--- src/rtl/abd_pkg.sv ---
// shared types, constants and sizes for the arcade bus address decoder
package abd_pkg;

    localparam int ROM_WORDS = 16384;
    localparam int ROM_AW    = $clog2(ROM_WORDS);
    localparam int RAM_WORDS = 4096;
    localparam int RAM_AW    = $clog2(RAM_WORDS);

    localparam logic [15:0] ROM_LIMIT = 16'(ROM_WORDS);

    localparam logic [7:0] BYTE_OPEN_LOW  = 8'hBF;
    localparam logic [7:0] BYTE_OPEN_HIGH = 8'hFF;
    localparam logic [7:0] BYTE_ZERO      = 8'h00;
    localparam logic [7:0] NIBBLE_MASK    = 8'h0F;

    // bus access kinds
    typedef enum logic [2:0] {
        MODE_MEM_RD = 3'd0,
        MODE_MEM_WR = 3'd1,
        MODE_IO_RD  = 3'd2,
        MODE_IO_WR  = 3'd3,
        MODE_ROM_LD = 3'd4
    } mode_t;

    // where the read byte of a transfer comes from
    typedef enum logic [1:0] {
        SRC_CONST = 2'd0,
        SRC_ROM   = 2'd1,
        SRC_RAM   = 2'd2
    } src_t;

    typedef struct packed {
        logic              en;
        logic              we;
        logic [ROM_AW-1:0] addr;
        logic [7:0]        wdata;
    } rom_req_t;

    typedef struct packed {
        logic              en;
        logic              we;
        logic [RAM_AW-1:0] addr;
        logic [7:0]        wdata;
    } ram_req_t;

    // decoded transfer handed from the issue stage to the result stage
    typedef struct packed {
        src_t       src;
        logic [7:0] const_byte;
        logic [3:0] latch;
        logic [7:0] vector;
    } issue_t;

endpackage

--- src/rtl/abd_if.sv ---


interface abd_rsp_if;
    logic       valid;
    logic       ready;
    logic [7:0] read_data;
    logic       irq_enable;
    logic       audio_enable;
    logic       screen_flip;
    logic       coin_meter;
    logic [7:0] irq_vector;

    modport source (
        output valid, read_data, irq_enable, audio_enable, screen_flip, coin_meter,
               irq_vector,
        input  ready
    );
    modport sink (
        input  valid, read_data, irq_enable, audio_enable, screen_flip, coin_meter,
               irq_vector,
        output ready
    );
endinterface

--- src/rtl/abd_result.sv ---
// result stage: waits on memory read data, then an output register
module abd_result (
    input  logic            clk,
    input  logic            rst_n,
    input  logic            fire,
    input  abd_pkg::issue_t item,
    input  logic [7:0]      rom_rdata,
    input  logic [7:0]      ram_rdata,
    output logic            stage_free,
    abd_rsp_if.source       rsp
);
    import abd_pkg::*;

    logic       s1_valid_reg;
    logic       s1_valid_next;
    issue_t     s1_reg;
    logic       out_valid_reg;
    logic       out_valid_next;
    logic [7:0] out_data_reg;
    logic [3:0] out_latch_reg;
    logic [7:0] out_vector_reg;
    logic [7:0] byte_sel;
    logic       out_free;
    logic       s1_move;

    assign out_free   = !out_valid_reg || rsp.ready;
    assign s1_move    = s1_valid_reg && out_free;
    assign stage_free = !s1_valid_reg || out_free;

    always_comb
    begin
        case (s1_reg.src)
            SRC_ROM: byte_sel = rom_rdata;
            SRC_RAM: byte_sel = ram_rdata;
            default: byte_sel = s1_reg.const_byte;
        endcase

        s1_valid_next = s1_valid_reg;
        if (fire)
        begin
            s1_valid_next = 1'b1;
        end
        else if (s1_move)
        begin
            s1_valid_next = 1'b0;
        end

        out_valid_next = out_valid_reg;
        if (s1_move)
        begin
            out_valid_next = 1'b1;
        end
        else if (rsp.ready)
        begin
            out_valid_next = 1'b0;
        end
    end

    always_ff @(posedge clk or negedge rst_n)
    begin
        if (!rst_n)
        begin
            s1_valid_reg  <= 1'b0;
            out_valid_reg <= 1'b0;
        end
        else
        begin
            s1_valid_reg  <= s1_valid_next;
            out_valid_reg <= out_valid_next;
        end
    end

    always_ff @(posedge clk)
    begin
        if (fire)
        begin
            s1_reg <= item;
        end
        if (s1_move)
        begin
            out_data_reg   <= byte_sel;
            out_latch_reg  <= s1_reg.latch;
            out_vector_reg <= s1_reg.vector;
        end
    end

    assign rsp.valid        = out_valid_reg;
    assign rsp.read_data    = out_data_reg;
    assign rsp.irq_enable   = out_latch_reg[0];
    assign rsp.audio_enable = out_latch_reg[1];
    assign rsp.screen_flip  = out_latch_reg[2];
    assign rsp.coin_meter   = out_latch_reg[3];
    assign rsp.irq_vector   = out_vector_reg;

endmodule

--- src/flat_wrapper.sv ---
// flat-port wrapper written by rule: the top's interface ports become plain ports
module abd_result_flat import abd_pkg::*;
  (clk, rst_n, fire, item, rom_rdata, ram_rdata, stage_free, rsp_valid, rsp_read_data, rsp_irq_enable, rsp_audio_enable, rsp_screen_flip, rsp_coin_meter, rsp_irq_vector, rsp_ready);
  abd_rsp_if rsp_i ();
  input  logic clk;
  input  logic rst_n;
  input  logic fire;
  input  abd_pkg::issue_t item;
  input  logic [7:0] rom_rdata;
  input  logic [7:0] ram_rdata;
  output logic stage_free;
  output wire logic [$bits(rsp_i.valid)-1:0] rsp_valid;
  output wire logic [$bits(rsp_i.read_data)-1:0] rsp_read_data;
  output wire logic [$bits(rsp_i.irq_enable)-1:0] rsp_irq_enable;
  output wire logic [$bits(rsp_i.audio_enable)-1:0] rsp_audio_enable;
  output wire logic [$bits(rsp_i.screen_flip)-1:0] rsp_screen_flip;
  output wire logic [$bits(rsp_i.coin_meter)-1:0] rsp_coin_meter;
  output wire logic [$bits(rsp_i.irq_vector)-1:0] rsp_irq_vector;
  input wire logic [$bits(rsp_i.ready)-1:0] rsp_ready;
  assign rsp_valid = rsp_i.valid;
  assign rsp_read_data = rsp_i.read_data;
  assign rsp_irq_enable = rsp_i.irq_enable;
  assign rsp_audio_enable = rsp_i.audio_enable;
  assign rsp_screen_flip = rsp_i.screen_flip;
  assign rsp_coin_meter = rsp_i.coin_meter;
  assign rsp_irq_vector = rsp_i.irq_vector;
  assign rsp_i.ready = rsp_ready;
  abd_result u_core (.clk(clk), .rst_n(rst_n), .fire(fire), .item(item), .rom_rdata(rom_rdata), .ram_rdata(ram_rdata), .stage_free(stage_free), .rsp(rsp_i));
endmodule
--- config.mk ---
export PLATFORM = sky130hd
export DESIGN_NAME = abd_result_flat
export DESIGN_NICKNAME = d
export VERILOG_FILES = /design/src/rtl/abd_pkg.sv /design/src/rtl/abd_if.sv /design/src/rtl/abd_result.sv /design/src/flat_wrapper.sv
export SDC_FILE = /design/constraint.sdc
export NUM_CORES = 1
export LEC_CHECK = 0
export BUFFER_PORTS_ARGS = -buffer_cell sky130_fd_sc_hd__buf_4
export CORE_MARGIN = 1.5
export CORE_UTILIZATION = 35
export CTS_BUF_LIST = sky130_fd_sc_hd__clkbuf_8
export DETAILED_ROUTE_END_ITERATION = 10
export PLACE_DENSITY = 0.67
export SLEW_MARGIN = 20
export SYNTH_ARGS = -nofsm -noshare
export SYNTH_HDL_FRONTEND = slang
export SYNTH_SLANG_ARGS = --single-unit
export TNS_END_PERCENT = 10
--- constraint.sdc ---
create_clock -name clk -period 1.6 [get_ports clk]
set_input_delay 0.48 -clock clk [delete_from_list [all_inputs] [get_ports clk]]
set_output_delay 0.48 -clock clk [all_outputs]
set_load 0.005 [all_outputs]
==> flow_metrics.env <==
export IMPL_fp_dieArea_um2=4810
export IMPL_most_area_hungry_cell_type_in_the_yosys_netlist="sky130_fd_sc_hd__edfxtp_1"
export IMPL_min_period_ps=1490
export IMPL_detail_route_wirelength_um=2660
export IMPL_initial_core_util_pct=37.4
export IMPL_worst_hold_path_type="input port to flop"
export IMPL_crit_path_end_kind="primary output"
export IMPL_filler_cell_count=340
export IMPL_report_final_setup_viol=0
export IMPL_maxCapViolCount=0
export IMPL_cp_cell_sequence="nor2b_2, nand2_1, buf_4"
export IMPL_max_slew_worst_pin_slew_ps=363
export IMPL_ctsRootBufferMaster="sky130_fd_sc_hd__clkbuf_8"
export IMPL_final_nets=194
export IMPL_synth_cell_type_count=13
export IMPL_synth_ff_latch_count=44
export IMPL_combined_area_of_the_multi_input_logic_cells_um2=194
export IMPL_period_share_pct=92.9
export IMPL_grt_first_pass_wirelength_um=4300
export IMPL_worst_ep_required_time_ps=1120
export IMPL_wl_per_cell_um=13.3
export IMPL_final_cells=201
export IMPL_synthesis_instances=81
export IMPL_finalWeightedCongestion=0.790
export IMPL_synth_area_per_cell_um2=19.0
export IMPL_worst_hold_slack_ps=372
export IMPL_critical_path_slowest_cell="sky130_fd_sc_hd__dfrtp_1"
export IMPL_timing_worst_setup_path_type="flop to primary output"
export IMPL_area_growth_syn_to_layout_pct=40.0
export IMPL_die_height_um=69.3
export IMPL_crit_path_max_incr_delay_ps=370
export IMPL_num_rows=23
export IMPL_antenna_found_initial=0
export IMPL_synth_top_cells_by_area="sky130_fd_sc_hd__edfxtp_1, sky130_fd_sc_hd__a22oi_1, sky130_fd_sc_hd__dfrtp_1"
export IMPL_synth_seq_area_share_pct=85.1
export IMPL_final_layout_setup_total_negative_slack_ps=0
export IMPL_most_common_layout_cells="sky130_fd_sc_hd__buf_4, sky130_fd_sc_hd__edfxtp_1, sky130_fd_sc_hd__nand2_1, sky130_fd_sc_hd__a22oi_1, sky130_fd_sc_hd__o21ai_0"
export IMPL_num_io_pins=64
export IMPL_die_width_um=69.3
export IMPL_detail_route_iter0_violations=98
export IMPL_cts_buffers_inserted=5
export IMPL_slew_violations=0
export IMPL_clock_tree_htree_level_count=2
export IMPL_groute_usage_overall_pct=11.6
export IMPL_post_cts_setup_buffer_count=0
export IMPL_number_of_vias_per_cell_after_detailed_routing=4.50
export IMPL_grt_max_degree=24
export IMPL_detail_route_first_pass_iterations=4
export IMPL_unrepaired_setup_endpoints_after_global_routing="false"
export IMPL_drive_above_1_share_pct=47.0
export IMPL_post_synth_top_area_fraction_pct=81.9
export IMPL_hold_violations=0
export IMPL_total_power_w=0.00234
export IMPL_crit_arrival_ps=1010
export IMPL_number_of_buffer_and_inverter_instances_along_the_worst_setup_path=1
export IMPL_clock_skew_ps=6.83
export IMPL_coreArea_um2=4120
export IMPL_via_count_of_the_first_global_routing_pass=931
export IMPL_register_clock_pin_slew_on_the_reported_worst_setup_and_hold_paths_ps=80
export IMPL_ir_worst_vdd_mv=0.535
export IMPL_cp_top_family="flip-flops"
export IMPL_powerDensity_nw_per_um2=1080
export IMPL_detail_route_drc_violations=0
export IMPL_antennaDiodeCount=0
export IMPL_ff_latch_area_um2=1310
export IMPL_num_vias=904
export IMPL_tritoncts_sinks=44
export IMPL_timing_critical_path_fanout_max=3
export IMPL_io_buffers=63
export IMPL_detailedPlacementHpwl_um=2130
export IMPL_dp_cells=192
export IMPL_ant_nets=0
export IMPL_power_static_leakage_nw=0.884
export IMPL_cts_tree="yes"
export IMPL_status="finished, final reports clean"
export IMPL_overflow=0
export IMPL_synth_nets=125
export IMPL_mostFrequentLayoutCell="sky130_fd_sc_hd__buf_4"
export IMPL_fmax_ghz=0.673
export IMPL_synth_warnings=0
export IMPL_syn_area_um2=1540
export IMPL_clk_latency_ps=280
export IMPL_clockBufferDepth=2
export IMPL_critical_path_startpoint_type="flop"
export IMPL_slew_headroom_pct=75.8
export IMPL_largest_reg_flops=22
-- synthesized netlist by cell type --
cell type                  number
sky130_fd_sc_hd__nand2b_1       2
sky130_fd_sc_hd__dfrtp_1        2
sky130_fd_sc_hd__buf_4          1
sky130_fd_sc_hd__nand2_1        9
sky130_fd_sc_hd__o21ai_0        8
sky130_fd_sc_hd__a22oi_1        8
sky130_fd_sc_hd__and2_1         1
sky130_fd_sc_hd__buf_6          2
sky130_fd_sc_hd__inv_1          2
sky130_fd_sc_hd__edfxtp_1      42
sky130_fd_sc_hd__nor2b_1        1
sky130_fd_sc_hd__a21o_1         1
sky130_fd_sc_hd__ha_1           2
-- metrics by stage --
step                      cell area [um^2]  setup WS (ps)  utilization, %
final                                 2160            114            52.4
after global routing                  2160           31.0            52.4
after CTS                             2150           72.2            52.3
after detailed placement              2050            191            49.9
after global placement                2050            209            49.9
after floorplan                       1540            106               -
-- worst paths after layout --
path	start	endpoint	slack [ps]	depth (start not counted)
max	u_core.rsp.valid	stage_free	110	3
min	item[4]	u_core.s1_reg[4]	370	1
max reg2reg	u_core.s1_reg[21]	u_core.rsp.read_data[6]	230	2
min reg2reg	u_core.s1_reg[11]	u_core.out_latch_reg[3]	420	0
max in group asynchronous	rst_n	u_core.rsp.valid	1000	2
min in group asynchronous	rst_n	u_core.s1_valid_reg	510	2
-- power by group --
group          leakage (nW)  switching, W  internal (W)  total, W
Sequential            0.430     0.0000288       0.00139   0.00141
Clock                0.0538      0.000314      0.000339  0.000652
Combinational         0.399      0.000113      0.000157  0.000270
-- final cells by class --
class                   instances  share of cell area (%)
multi-input cells              32                    9.00
repair buffers                 65                    22.8
clock inverters                 2                   0.348
well taps                      50                    2.90
clock buffers                   6                    3.83
flip-flops and latches         44                    60.8
inverters                       2                   0.348
-- cell families after synthesis --
group | after synthesis | synth area share (%)
flip-flops | 44 | 85.1
AO/OA/AOI/OAI | 17 | 6.99
AND/OR/NAND/NOR | 13 | 3.82
buffers and inverters | 5 | 2.44
adder cells (fa/ha/maj) | 2 | 1.62
-- per-layer routing --
| layer | routed length [um] | track usage (%) | vias to the layer above |
|---|---|---|---|
| met5 | 0 | 0 | - |
| met3 | 189 | 5.09 | 2 |
| met1 | 909 | 11.5 | 417 |
| li1 | - | - | 443 |
| met4 | 20 | 3.27 | 0 |
| met2 | 1550 | 21.8 | 42 |
-- repair_timing --
item,CTS,global route
resized for setup,0,1
hold endpoints to repair,2,0
endpoints found under the setup margin,0,1
hold buffers,1,0
No activity file was read; power rests on OpenSTA's default activity.
