File: src/rtl/abd_pkg.sv
// shared types, constants and sizes for the arcade bus address decoder
package abd_pkg;

    localparam int ROM_WORDS = 16384;
    localparam int ROM_AW    = $clog2(ROM_WORDS);
    localparam int RAM_WORDS = 4096;
    localparam int RAM_AW    = $clog2(RAM_WORDS);

    localparam logic [15:0] ROM_LIMIT = 16'(ROM_WORDS);

    localparam logic [7:0] BYTE_OPEN_LOW  = 8'hBF;
    localparam logic [7:0] BYTE_OPEN_HIGH = 8'hFF;
    localparam logic [7:0] BYTE_ZERO      = 8'h00;
    localparam logic [7:0] NIBBLE_MASK    = 8'h0F;

    // bus access kinds
    typedef enum logic [2:0] {
        MODE_MEM_RD = 3'd0,
        MODE_MEM_WR = 3'd1,
        MODE_IO_RD  = 3'd2,
        MODE_IO_WR  = 3'd3,
        MODE_ROM_LD = 3'd4
    } mode_t;

    // where the read byte of a transfer comes from
    typedef enum logic [1:0] {
        SRC_CONST = 2'd0,
        SRC_ROM   = 2'd1,
        SRC_RAM   = 2'd2
    } src_t;

    typedef struct packed {
        logic              en;
        logic              we;
        logic [ROM_AW-1:0] addr;
        logic [7:0]        wdata;
    } rom_req_t;

    typedef struct packed {
        logic              en;
        logic              we;
        logic [RAM_AW-1:0] addr;
        logic [7:0]        wdata;
    } ram_req_t;

    // decoded transfer handed from the issue stage to the result stage
    typedef struct packed {
        src_t       src;
        logic [7:0] const_byte;
        logic [3:0] latch;
        logic [7:0] vector;
    } issue_t;

endpackage

File: src/rtl/abd_if.sv
// request and response channel interfaces
interface abd_req_if;
    logic        valid;
    logic        ready;
    logic [2:0]  mode;
    logic [15:0] address;
    logic [7:0]  write_data;
    logic [7:0]  player_inputs_a;
    logic [7:0]  player_inputs_b;

    modport source (
        output valid, mode, address, write_data, player_inputs_a, player_inputs_b,
        input  ready
    );
    modport sink (
        input  valid, mode, address, write_data, player_inputs_a, player_inputs_b,
        output ready
    );
endinterface


File: src/rtl/abd_issue.sv
// issue stage: address decode, memory requests, control latch and vector byte
module abd_issue (
    input  logic              clk,
    input  logic              rst_n,
    abd_req_if.sink           req,
    input  logic              stage_free,
    input  logic [7:0]        dip,
    output logic              fire,
    output abd_pkg::issue_t   item,
    output abd_pkg::rom_req_t rom_req,
    output abd_pkg::ram_req_t ram_req
);
    import abd_pkg::*;

    logic [3:0] latch_reg;
    logic [3:0] latch_next;
    logic [7:0] vector_reg;
    logic [7:0] vector_next;
    logic [15:0] a;
    logic [7:0]  d;

    assign req.ready = stage_free;
    assign fire      = req.valid && req.ready;
    assign a         = req.address;
    assign d         = req.write_data;

    always_comb
    begin
        latch_next      = latch_reg;
        vector_next     = vector_reg;
        item.src        = SRC_CONST;
        item.const_byte = BYTE_ZERO;
        rom_req.en      = 1'b0;
        rom_req.we      = 1'b0;
        rom_req.addr    = a[ROM_AW-1:0];
        rom_req.wdata   = d;
        ram_req.en      = 1'b0;
        ram_req.we      = 1'b0;
        ram_req.addr    = a[RAM_AW-1:0];
        ram_req.wdata   = d;

        case (mode_t'(req.mode))
            MODE_MEM_RD:
            begin
                if (a[15:14] == 2'b00)
                begin
                    if (a < ROM_LIMIT)
                    begin
                        item.src   = SRC_ROM;
                        rom_req.en = 1'b1;
                    end
                    else
                    begin
                        item.const_byte = BYTE_OPEN_HIGH;
                    end
                end
                else if (a[15:12] == 4'h4)
                begin
                    // 0x4800-0x4bff is open bus
                    if (a[11:10] == 2'b10)
                    begin
                        item.const_byte = BYTE_OPEN_LOW;
                    end
                    else
                    begin
                        item.src   = SRC_RAM;
                        ram_req.en = 1'b1;
                    end
                end
                else if (a[15:8] == 8'h50 && a[7:6] == 2'b00)
                begin
                    item.const_byte = req.player_inputs_a;
                end
                else if (a[15:8] == 8'h50 && a[7:6] == 2'b01)
                begin
                    item.const_byte = req.player_inputs_b;
                end
                else if (a[15:8] == 8'h50 && a[7:6] == 2'b10)
                begin
                    item.const_byte = dip;
                end
                else
                begin
                    item.const_byte = BYTE_OPEN_HIGH;
                end
            end
            MODE_MEM_WR:
            begin
                if (a[15:12] == 4'h4 && a[11:10] != 2'b10)
                begin
                    ram_req.en = 1'b1;
                    ram_req.we = 1'b1;
                end
                else if (a[15:3] == 13'h0A00)
                begin
                    case (a[2:0])
                        3'd0:    latch_next[0] = d[0];
                        3'd1:    latch_next[1] = d[0];
                        3'd3:    latch_next[2] = d[0];
                        3'd7:    latch_next[3] = d[0];
                        default: latch_next = latch_reg;
                    endcase
                end
                else if (a[15:6] == 10'h141 && !(a[5] && a[4]))
                begin
                    // voice and sprite position bytes live in the unused
                    // 0x800 window of the work ram
                    ram_req.en   = 1'b1;
                    ram_req.we   = 1'b1;
                    ram_req.addr = {2'b10, 4'b0000, a[5:0]};
                    if (!a[5])
                    begin
                        ram_req.wdata = d & NIBBLE_MASK;
                    end
                end
            end
            MODE_IO_RD:
            begin
                item.const_byte = BYTE_OPEN_HIGH;
            end
            MODE_IO_WR:
            begin
                if (a[7:0] == 8'h00)
                begin
                    vector_next = d;
                end
            end
            MODE_ROM_LD:
            begin
                if (a < ROM_LIMIT)
                begin
                    rom_req.en = 1'b1;
                    rom_req.we = 1'b1;
                end
            end
            default:
            begin
                item.const_byte = BYTE_ZERO;
            end
        endcase

        if (!fire)
        begin
            rom_req.en = 1'b0;
            ram_req.en = 1'b0;
        end

        item.latch  = latch_next;
        item.vector = vector_next;
    end

    always_ff @(posedge clk or negedge rst_n)
    begin
        if (!rst_n)
        begin
            latch_reg  <= 4'b0000;
            vector_reg <= 8'h00;
        end
        else if (fire)
        begin
            latch_reg  <= latch_next;
            vector_reg <= vector_next;
        end
    end

endmodule

File: src/flat_wrapper.sv
// flat-port wrapper written by rule: the top's interface ports become plain ports
module abd_issue_flat import abd_pkg::*;
  (clk, rst_n, stage_free, dip, fire, item, rom_req, ram_req, req_valid, req_mode, req_address, req_write_data, req_player_inputs_a, req_player_inputs_b, req_ready);
  abd_req_if req_i ();
  input  logic clk;
  input  logic rst_n;
  input  logic stage_free;
  input  logic [7:0] dip;
  output logic fire;
  output abd_pkg::issue_t item;
  output abd_pkg::rom_req_t rom_req;
  output abd_pkg::ram_req_t ram_req;
  input wire logic [$bits(req_i.valid)-1:0] req_valid;
  input wire logic [$bits(req_i.mode)-1:0] req_mode;
  input wire logic [$bits(req_i.address)-1:0] req_address;
  input wire logic [$bits(req_i.write_data)-1:0] req_write_data;
  input wire logic [$bits(req_i.player_inputs_a)-1:0] req_player_inputs_a;
  input wire logic [$bits(req_i.player_inputs_b)-1:0] req_player_inputs_b;
  output wire logic [$bits(req_i.ready)-1:0] req_ready;
  assign req_i.valid = req_valid;
  assign req_i.mode = req_mode;
  assign req_i.address = req_address;
  assign req_i.write_data = req_write_data;
  assign req_i.player_inputs_a = req_player_inputs_a;
  assign req_i.player_inputs_b = req_player_inputs_b;
  assign req_ready = req_i.ready;
  abd_issue u_core (.clk(clk), .rst_n(rst_n), .req(req_i), .stage_free(stage_free), .dip(dip), .fire(fire), .item(item), .rom_req(rom_req), .ram_req(ram_req));
endmodule
File: config.mk
export PLATFORM = sky130hd
export DESIGN_NAME = abd_issue_flat
export DESIGN_NICKNAME = d
export VERILOG_FILES = /design/src/rtl/abd_pkg.sv /design/src/rtl/abd_if.sv /design/src/rtl/abd_issue.sv /design/src/flat_wrapper.sv
export SDC_FILE = /design/constraint.sdc
export NUM_CORES = 1
export LEC_CHECK = 0
export BUFFER_PORTS_ARGS = -buffer_cell sky130_fd_sc_hd__buf_2
export CORE_ASPECT_RATIO = 1.2
export CORE_UTILIZATION = 40
export CTS_BUF_LIST = sky130_fd_sc_hd__clkbuf_4 sky130_fd_sc_hd__clkbuf_8
export DETAILED_ROUTE_END_ITERATION = 7
export HOLD_SLACK_MARGIN = 0.06
export PLACE_DENSITY = 0.92
export SYNTH_ARGS = -nofsm -noshare
export SYNTH_HDL_FRONTEND = slang
export SYNTH_SLANG_ARGS = --single-unit
File: constraint.sdc
create_clock -name clk -period 2.07 [get_ports clk]
set_input_delay 0.1035 -clock clk [delete_from_list [all_inputs] [get_ports clk]]
set_output_delay 0.1035 -clock clk [all_outputs]
set_load 0.02 [all_outputs]
==> flow_metrics.env <==
export IMPL_status="finished with violations"
export IMPL_violations="DRC"
export IMPL_grt_use_total_pct=19.51
export IMPL_drive_gt1_share_pct=66.28
export IMPL_placed_area_mm2=0.001884
export IMPL_largest_reg_flops=8
export IMPL_avgSynthCellArea_um2=8.647
export IMPL_routed_wl_um=4049
export IMPL_post_cts_buffers=0
export IMPL_drc=10
export IMPL_yosysWarnings=0
export IMPL_clock_path_buffers=2
export IMPL_critPathBufInv=3
export IMPL_syn_area_mm2=0.001461
export IMPL_fin_worst_skew_ns=0
export IMPL_final_core_util_pct=57.11
export IMPL_critPathTopFamily="simple AND/OR/NAND/NOR gates"
export IMPL_drt_iter0_markers=43
export IMPL_cts_buffers=3
export IMPL_finalPower_uw=770.8
export IMPL_synth_main_ff_cell="dfrtp_1"
export IMPL_via_per_inst=5.114
export IMPL_syn_nets=224
export IMPL_cts_tree="done"
export IMPL_die_h_um=68.21
export IMPL_worst_pin_slew_ns=0.5284
export IMPL_antenna_left=0
export IMPL_grt_pass1_vias=1346
export IMPL_wl_per_cell_um=13.59
export IMPL_coreArea_mm2=0.003425
export IMPL_worst_setup_path_start_kind="primary input"
export IMPL_start_util_pct=42.67
export IMPL_die_w_um=57.18
export IMPL_synth_top_cell_by_area="dfrtp_1"
export IMPL_synth_top_area_share_pct=20.55
export IMPL_min_delay_path_depth=2
export IMPL_min_path_type="primary input to register"
export IMPL_power_density_mw_per_mm2=394.1
export IMPL_postLayoutCellArea_mm2=0.001956
export IMPL_rr_worst_depth=1
export IMPL_cellLeakagePower_nw=1.097
export IMPL_finalMaxSlewViolations=0
export IMPL_routabilityCongestion=0.7689
export IMPL_pin_count=125
export IMPL_irDropWorstVdd_v=0.0003806
export IMPL_slowest_stage="or4_4"
export IMPL_syn_inst=169
export IMPL_max_stage_delay_ns=0.43
export IMPL_finalCriticalPeriod_ns=1.945
export IMPL_crit_chain="buf_2, or3_4, or4_4, nor2_2, buf_4, mux2_2, buf_2"
export IMPL_synth_edf_count=0
export IMPL_grt_first_pass_wirelength_um=5975
export IMPL_cp_max_fo=8
export IMPL_num_antenna_cells=0
export IMPL_maxCapViolCount=0
export IMPL_area_delta_synth_final_pct=33.82
export IMPL_synthTopCellsByArea="dfrtp_1 21%, mux2_2 18%, buf_4 17%, mux2_4 8.2%, o22a_1 4.2%"
export IMPL_num_vias=1524
export IMPL_clock_root_buffer="clkbuf_8"
export IMPL_ys_ff_latch=12
export IMPL_dieArea_mm2=0.003900
export IMPL_crit_arrival_ns=1.84
export IMPL_whs_ns=0.1377
export IMPL_worst_ep_required_time_ns=1.97
export IMPL_finalCritPeriodShare_pct=93.94
export IMPL_ys_seq_area_share_pct=20.55
export IMPL_relSlewSlack_pct=64.77
export IMPL_crit_type="primary input to output pin"
export IMPL_postSynth_asyncResetShare_pct=100.0
export IMPL_hold_violations=0
export IMPL_fin_setup_tns_ns=0
export IMPL_cts_sinks=12
export IMPL_max_clock_freq_mhz=514.2
export IMPL_nets=317
export IMPL_gr_total_overflow=0
export IMPL_drtPass1Iterations=7
export IMPL_htreeDepth=1
export IMPL_cp_num_cells=7
export IMPL_worstSetupEndpointType="output pin"
export IMPL_hpwl_um=3357
export IMPL_ys_types=33
export IMPL_port_buffers=124
export IMPL_clk_pin_slew_ns=0.05
export IMPL_antenna_found_initial=0
export IMPL_num_rows=23
export IMPL_rsz0062_at_grt="no"
export IMPL_path_common_cell="buf_2"
export IMPL_clock_latency_ns=0.23
export IMPL_grt_max_degree=14
export IMPL_setup_viol=0
## cells in the mapped netlist (2+ instances only)
cell	number
nand3_1	2
dfrtp_1	12
clkbuf_1	10
nor3_1	2
nor2_1	14
nor2b_1	2
buf_4	33
nand3b_1	2
mux2_2	24
o21ai_0	8
and3_1	3
nand2_1	7
and2_1	5
o22a_1	7
nor3b_1	2
inv_1	2
mux2_4	8
nand2b_1	2
or3_1	2
nor4_1	9
## per-layer routing
layer  track usage [%]  vias to the layer above  part of all wire [%]  wire length (µm)
met3             3.592                        4                   6.7               272
li1                  -                      758                     -                 -
met2             40.29                       80                    56              2269
met5                 0                        -                     0                 0
met4             7.317                        0                  0.94                38
met1             19.10                      682                    36              1468
## power by group
part	internal (mW)	switching (mW)	total, mW	leakage (nW)
logic	0.119	0.168	0.286	0.900
clock network	0.168	0.0808	0.248	0.0288
registers	0.236	0.000460	0.236	0.168
## worst paths after layout
check                                         start                    to  slack [ns]
worst max-delay path                 req_address[1]               item[7]        0.13
worst min-delay path              req_write_data[1]  u_core.vector_reg[1]        0.14
worst max register to register  u_core.latch_reg[3]   u_core.latch_reg[3]        1.30
worst min register to register  u_core.latch_reg[2]   u_core.latch_reg[2]        0.51
max in group asynchronous                     rst_n   u_core.latch_reg[3]        1.59
min in group asynchronous                     rst_n  u_core.vector_reg[2]        0.27
## area by class of cell
cell class / count / area, µm²
Clock buffer: 4 / 55.05
Fill cell: 318 / 1469
Inverter: 2 / 7.507
Multi-Input combinational cell: 111 / 863.3
Sequential cell: 12 / 300.3
Tap cell: 37 / 46.29
Timing Repair Buffer: 132 / 683.2
## cell usage in the layout (no fill, tap or decap), drive strengths merged, types with 3 or more instances in the layout
master,n
and2,5
and3,3
buf,131
clkbuf,4
dfrtp,12
mux2,32
nand2,7
nor2,15
nor4,9
o21ai,8
o22a,7
or3,3
## kinds of logic (layout without fill, tap and decap cells)
family / after synthesis / after routing / share of synthesized area (%)
compound gates: 19 / 19 / 8.819
buf+inv: 46 / 138 / 20.81
flops: 12 / 12 / 20.55
mux: 32 / 32 / 26.71
simple gates: 60 / 60 / 23.12
## timing repair
item | 4_1_cts | 5_1_grt
endpoints found under the setup margin | 0 | 3
gates resized for setup | 0 | 1
hold buffers | 1 | 0
endpoints found under the hold margin | 12 | 0
## through the flow
step,setup WS (ns),std cells
after floorplan,0.3443,169
after global placement,0.1190,293
after detailed placement,0.06616,293
after CTS,0.06353,298
after global routing,0.04002,298
final,0.1254,298
No activity file was read; power rests on OpenSTA's default activity.
